### src/hdl/swmo_pkg.sv
`timescale 1ns / 1ps

package swmo_pkg;

  localparam int unsigned VALUE_BITS = 12;
  localparam int unsigned WINDOW_MAX = 1024;
  localparam int unsigned TOTAL_BITS = 16;

  localparam int unsigned HIST_DEPTH = 2 ** VALUE_BITS;
  localparam int unsigned HEAD_BITS  = $clog2(WINDOW_MAX);
  localparam int unsigned LEN_BITS   = $clog2(WINDOW_MAX + 1);
  localparam int unsigned CNT_BITS   = $clog2(2 * WINDOW_MAX);
  localparam int unsigned HIST_BITS  = 2 * CNT_BITS;
  localparam int unsigned CFG_BITS   = 11;
  localparam int unsigned OVL_BITS   = 11;
  localparam int unsigned FUNC_BITS  = 2;
  localparam int unsigned CMP_BITS   = (LEN_BITS > CFG_BITS) ? LEN_BITS : CFG_BITS;
  localparam int unsigned PADDR_BITS = 3;

  localparam logic [CNT_BITS-1:0]   PAT_CEIL  = CNT_BITS'(2 * WINDOW_MAX - 1);
  localparam logic [TOTAL_BITS-1:0] TOTAL_MAX = '1;

  // func codes
  localparam logic [FUNC_BITS-1:0] FUNC_PATTERN = 2'd0;
  localparam logic [FUNC_BITS-1:0] FUNC_TEXT    = 2'd1;
  localparam logic [FUNC_BITS-1:0] FUNC_FINISH  = 2'd2;

  // register indexes (paddr[2])
  localparam logic REG_WINDOW_LEN  = 1'b0;
  localparam logic REG_MIN_MATCHES = 1'b1;

  typedef struct packed {
    logic [FUNC_BITS-1:0]  func;
    logic [VALUE_BITS-1:0] value;
  } in_beat_t;

  typedef struct packed {
    logic                  window_full;
    logic                  window_good;
    logic [OVL_BITS-1:0]   overlap;
    logic [TOTAL_BITS-1:0] good_total;
  } out_beat_t;

  // one histogram entry: pattern count and window count of a value
  typedef struct packed {
    logic [CNT_BITS-1:0] pat;
    logic [CNT_BITS-1:0] win;
  } hist_t;

  typedef struct packed {
    logic [LEN_BITS-1:0] len;
    logic [CFG_BITS-1:0] min_matches;
    logic                win_clear;
  } cfg_t;

  typedef struct packed {
    logic idle;
    logic clearing;
  } stat_t;

endpackage

### src/hdl/swmo_cfg.sv
`timescale 1ns / 1ps

module swmo_cfg (
  input  logic                           clk_i,
  input  logic                           rst_ni,
  input  logic                           psel,
  input  logic                           penable,
  input  logic                           pwrite,
  input  logic [swmo_pkg::PADDR_BITS-1:0] paddr,
  input  logic [31:0]                    pwdata,
  output logic [31:0]                    prdata,
  output logic                           pready,
  output swmo_pkg::cfg_t                 cfg_o
);

  logic [swmo_pkg::CFG_BITS-1:0] window_len_q, window_len_d;
  logic [swmo_pkg::CFG_BITS-1:0] min_matches_q, min_matches_d;
  logic                          wr;
  logic                          wr_len;
  logic [swmo_pkg::LEN_BITS-1:0] eff_len;

  assign pready = 1'b1;
  assign wr     = psel & penable & pwrite;
  assign wr_len = wr & (paddr[2] == swmo_pkg::REG_WINDOW_LEN);

  always_comb begin
    window_len_d  = window_len_q;
    min_matches_d = min_matches_q;
    if (wr) begin
      case (paddr[2])
        swmo_pkg::REG_WINDOW_LEN:  window_len_d  = pwdata[swmo_pkg::CFG_BITS-1:0];
        swmo_pkg::REG_MIN_MATCHES: min_matches_d = pwdata[swmo_pkg::CFG_BITS-1:0];
        default: ;
      endcase
    end
  end

  always_ff @(posedge clk_i or negedge rst_ni) begin
    if (!rst_ni) begin
      window_len_q  <= swmo_pkg::CFG_BITS'(1);
      min_matches_q <= swmo_pkg::CFG_BITS'(1);
    end else begin
      window_len_q  <= window_len_d;
      min_matches_q <= min_matches_d;
    end
  end

  always_comb begin
    prdata = '0;
    case (paddr[2])
      swmo_pkg::REG_WINDOW_LEN:  prdata = 32'(window_len_q);
      swmo_pkg::REG_MIN_MATCHES: prdata = 32'(min_matches_q);
      default: ;
    endcase
  end

  // effective length: zero means one, clipped at the window maximum
  always_comb begin
    if (window_len_q == '0) begin
      eff_len = swmo_pkg::LEN_BITS'(1);
    end else if (32'(window_len_q) > swmo_pkg::WINDOW_MAX) begin
      eff_len = swmo_pkg::LEN_BITS'(swmo_pkg::WINDOW_MAX);
    end else begin
      eff_len = swmo_pkg::LEN_BITS'(window_len_q);
    end
  end

  assign cfg_o.len         = eff_len;
  assign cfg_o.min_matches = min_matches_q;
  assign cfg_o.win_clear   = wr_len;

endmodule

### config.mk
export PLATFORM = sky130hd
export DESIGN_NAME = swmo_cfg
export DESIGN_NICKNAME = d
export VERILOG_FILES = /design/src/hdl/swmo_pkg.sv /design/src/hdl/swmo_cfg.sv
export SDC_FILE = /design/constraint.sdc
export NUM_CORES = 1
export LEC_CHECK = 0
export BUFFER_PORTS_ARGS = -buffer_cell sky130_fd_sc_hd__buf_2
export CAP_MARGIN = 10
export CORE_MARGIN = 2
export CORE_UTILIZATION = 44
export DETAILED_ROUTE_END_ITERATION = 8
export PLACE_DENSITY_LB_ADDON = 0.15
export SETUP_SLACK_MARGIN = 0.4
export SLEW_MARGIN = 25
export SYNTH_ARGS = -nofsm -noshare
export SYNTH_HDL_FRONTEND = slang
export SYNTH_SLANG_ARGS = --single-unit
export TNS_END_PERCENT = 5
### constraint.sdc
create_clock -name clk_i -period 2.9 [get_ports clk_i]
set_input_delay 0 -clock clk_i [delete_from_list [all_inputs] [get_ports clk_i]]
set_output_delay 0 -clock clk_i [all_outputs]
set_load 0.02 [all_outputs]
==> metrics.md <==
| Metric | Value |
|---|---|
| Status | finished clean |
| Switching part of the total | 36.5% |
| Die X-Extent | 59.1 um |
| Synth Area per Inst | 13.0 um2 |
| Reg-to-reg critical path startpoint | window_len_q[10]$_DFFE_PN0P_ |
| Worst slack, placed | 1.45 ns |
| Fin crit period | 1.57 ns |
| GPL Wtd Cong | 0.687 |
| DRT Wirelength | 2.63 mm |
| Worst Setup Slack, final | 1.33 ns |
| CTS tree | built |
| Maxcap violations | 0 |
| Max rail drop VDD | 0.368 mV |
| Post-CTS Setup Inserts | 0 |
| Largest net degree at the start of global routing | 23 |
| Cell Rows | 19 |
| Clk_skew | 0 ns |
| Sink Count | 22 |
| Internal power component | 738 uW |
| CP Data Required Time | 2.90 ns |
| Synth area leaders | dfrtp_1 37%, mux2_4 21%, buf_4 13%, mux2_2 11%, nor2b_1 4.2% |
| Reg2reg setup slack | 1.93 ns |
| Pwr Total | 1160 uW |
| # resized after CTS | 0 |
| ANT nets after route | 0 |
| R2r endpoint | window_len_q[10]$_DFFE_PN0P_ |
| Detailed Route Iter0 Violations | 10 |
| Critical Path Sink Type | primary output |
| Mapped Area | 1340 um2 |
| Most frequent cells in the layout | 50 x buf_2, 22 x conb_1, 20 x dfrtp_1 |
| Clock transition at path regs | 0.13 ns |
| Net Switching | 423 uW |
| Average wire per standard cell | 13.7 um |
| Max-slew violation count | 0 |
| Clock latency on the worst-skew pair | 0.31 ns |
| Synth Register Bits | 22 |
| Worst-path fanout max | 13 |
| Setup_tns | 0 ns |
| Commonest non-fill, non-tap cell in the layout | buf_2 |
| Hold Crit Class | primary input to async pin |
| WP data arrival | 1.57 ns |
| Setup CP Type | flip-flop to primary output |
| TritonRoute pass-1 iters | 2 |
| Slew headroom | 63.4% |
| I/O pins | 96 |
| Clock buffer depth | 2 |
| Die ar. | 3490 um2 |
| Fin nets | 202 |
| Total GRT Usage | 15.5% |
| Crit path launch type | flip-flop |
| Top cell type's share of synthesized area | 37.5% |
| Sequential share of power | 38.5% |
| Leakage | 0.000922 uW |
| Netlist cell types | 18 |
| Die Span Y | 59.1 um |
| GR Overflow Total | 0 |
| Post-DR vias/cell | 4.72 |
| Global-route wire length before repair | 4.01 mm |
| Maximum clock frequency | 636 MHz |
| Clock Power Share | 20.4% |
| Period utilization | 54.2% |
| Initial Utilization | 47.2% |
| Worst Tran Pin Value | 0.548 ns |
| Via Count | 906 |
| Vias in the first global route | 800 |
| # setup viols final | 0 |
| Yosys warning count | 0 |
| Combinational Power Share | 41.1% |
| Core box area | 2830 um2 |
| Mapped Cells | 103 |
| Cell taking the most area after synthesis | dfrtp_1 |
| Buffers on Ports | 50 |
| DRC violations left | 0 |
| Cts bufs inserted | 3 |
| Reg2reg path depth | 1 |
| Register area share after synthesis | 41.4% |
| Initial antenna violation count | 0 |
| Proportion of layout cells with a drive suffix above 1 | 55.9% |
| Pwr/cell area | 698 nW/um2 |
| Root Buffer | clkbuf_4 |
| Layout fillers | 233 |
| Ant. Diodes | 0 |
| H-tree depth | 1 |
| RSZ-0062 raised after global routing | false |
| Layout Area Growth over Synthesis | 24.6% |
| Hpwl dp | 1.84 mm |
| Endpoints failing hold | 0 |
kinds of logic after synthesis:
| kind of cell | Yosys count | share of synthesized area, % |
|---|---|---|
| AOI/OAI and AO/OA | 2 | 1.12 |
| buffers and inverters | 30 | 16.1 |
| DFF | 22 | 41.4 |
| muxes | 32 | 32.3 |
| other | 2 | 0.563 |
| and+or+nand+nor | 15 | 8.43 |
cell type report:
type / instances / area [um2] / share of cell area (%)
clock buffer: 3 / 22.5 / 1.35
clock inverter: 1 / 30.0 / 1.80
inverter: 2 / 7.51 / 0.451
multi-input combinational: 71 / 642 / 38.6
sequential: 22 / 553 / 33.2
tap: 31 / 38.8 / 2.33
timing repair buffer: 62 / 370 / 22.3
routing by layer:
layer | global-route usage (%) | vias to the layer above | share of wire, %
li1 | - | 420 | -
met1 | 21.9 | 437 | 45
met2 | 24.0 | 45 | 48
met3 | 2.40 | 4 | 5.6
met4 | 5.84 | 0 | 1.3
met5 | 0 | - | 0
worst max-delay path: stages, from the launching register on:
cell     delay (ns)
dfrtp_1        0.55
nor4_1         0.34
a32o_1         0.20
buf_2          0.17
repair_timing:
item,4_1_cts,5_1_grt
hold buffers,12,0
setup endpoints to repair,0,0
hold endpoints to repair,44,0
worst max path at each step:
stage,start,end
finish,window_len_q[10]$_DFFE_PN0P_,cfg_o[12]
CTS,window_len_q[10]$_DFFE_PN0P_,cfg_o[12]
detailed placement,paddr[2],min_matches_q[3]$_DFFE_PN0P_
global route,window_len_q[10]$_DFFE_PN0P_,cfg_o[12]
floorplan,window_len_q[10]$_DFFE_PN0P_,window_len_q[10]$_DFFE_PN0P_
global placement,paddr[2],min_matches_q[9]$_DFFE_PN0P_
per-stage QoR:
step / hold WS [ns] / cell area (um2) / utilization [%] / cells
after detailed placement: -0.00961 / 1490 / 52.7 / 176
after CTS: 0.171 / 1660 / 58.8 / 192
after global routing: 0.202 / 1660 / 58.8 / 192
after floorplan: -0.296 / 1410 / - / 123
after global placement: -0.00581 / 1490 / 52.7 / 176
final: 0.164 / 1660 / 58.8 / 192
cells in the mapped netlist (all sizes together):
master and n:
mux2 32, buf 26, dfrtp 20, nor2b 9
clkbuf 2, conb 2, dfstp 2, inv 2
nor4 2, a32o 1, nand2 1, nand4 1
nand4b 1, nor2 1, o21ai 1
power groups by stage:
stage	registers, uW	clock network, uW	logic (uW)
floorplan	472	0	322
global placement	446	0	464
detailed placement	452	0	469
CTS	446	244	483
global route	459	252	509
finish	447	237	478
sequential cells by signal, summed over array words and instances (netlist names):
register       cells
min_matches_q     11
window_len_q      11
Note: power is estimated with default switching activity, not from simulation.
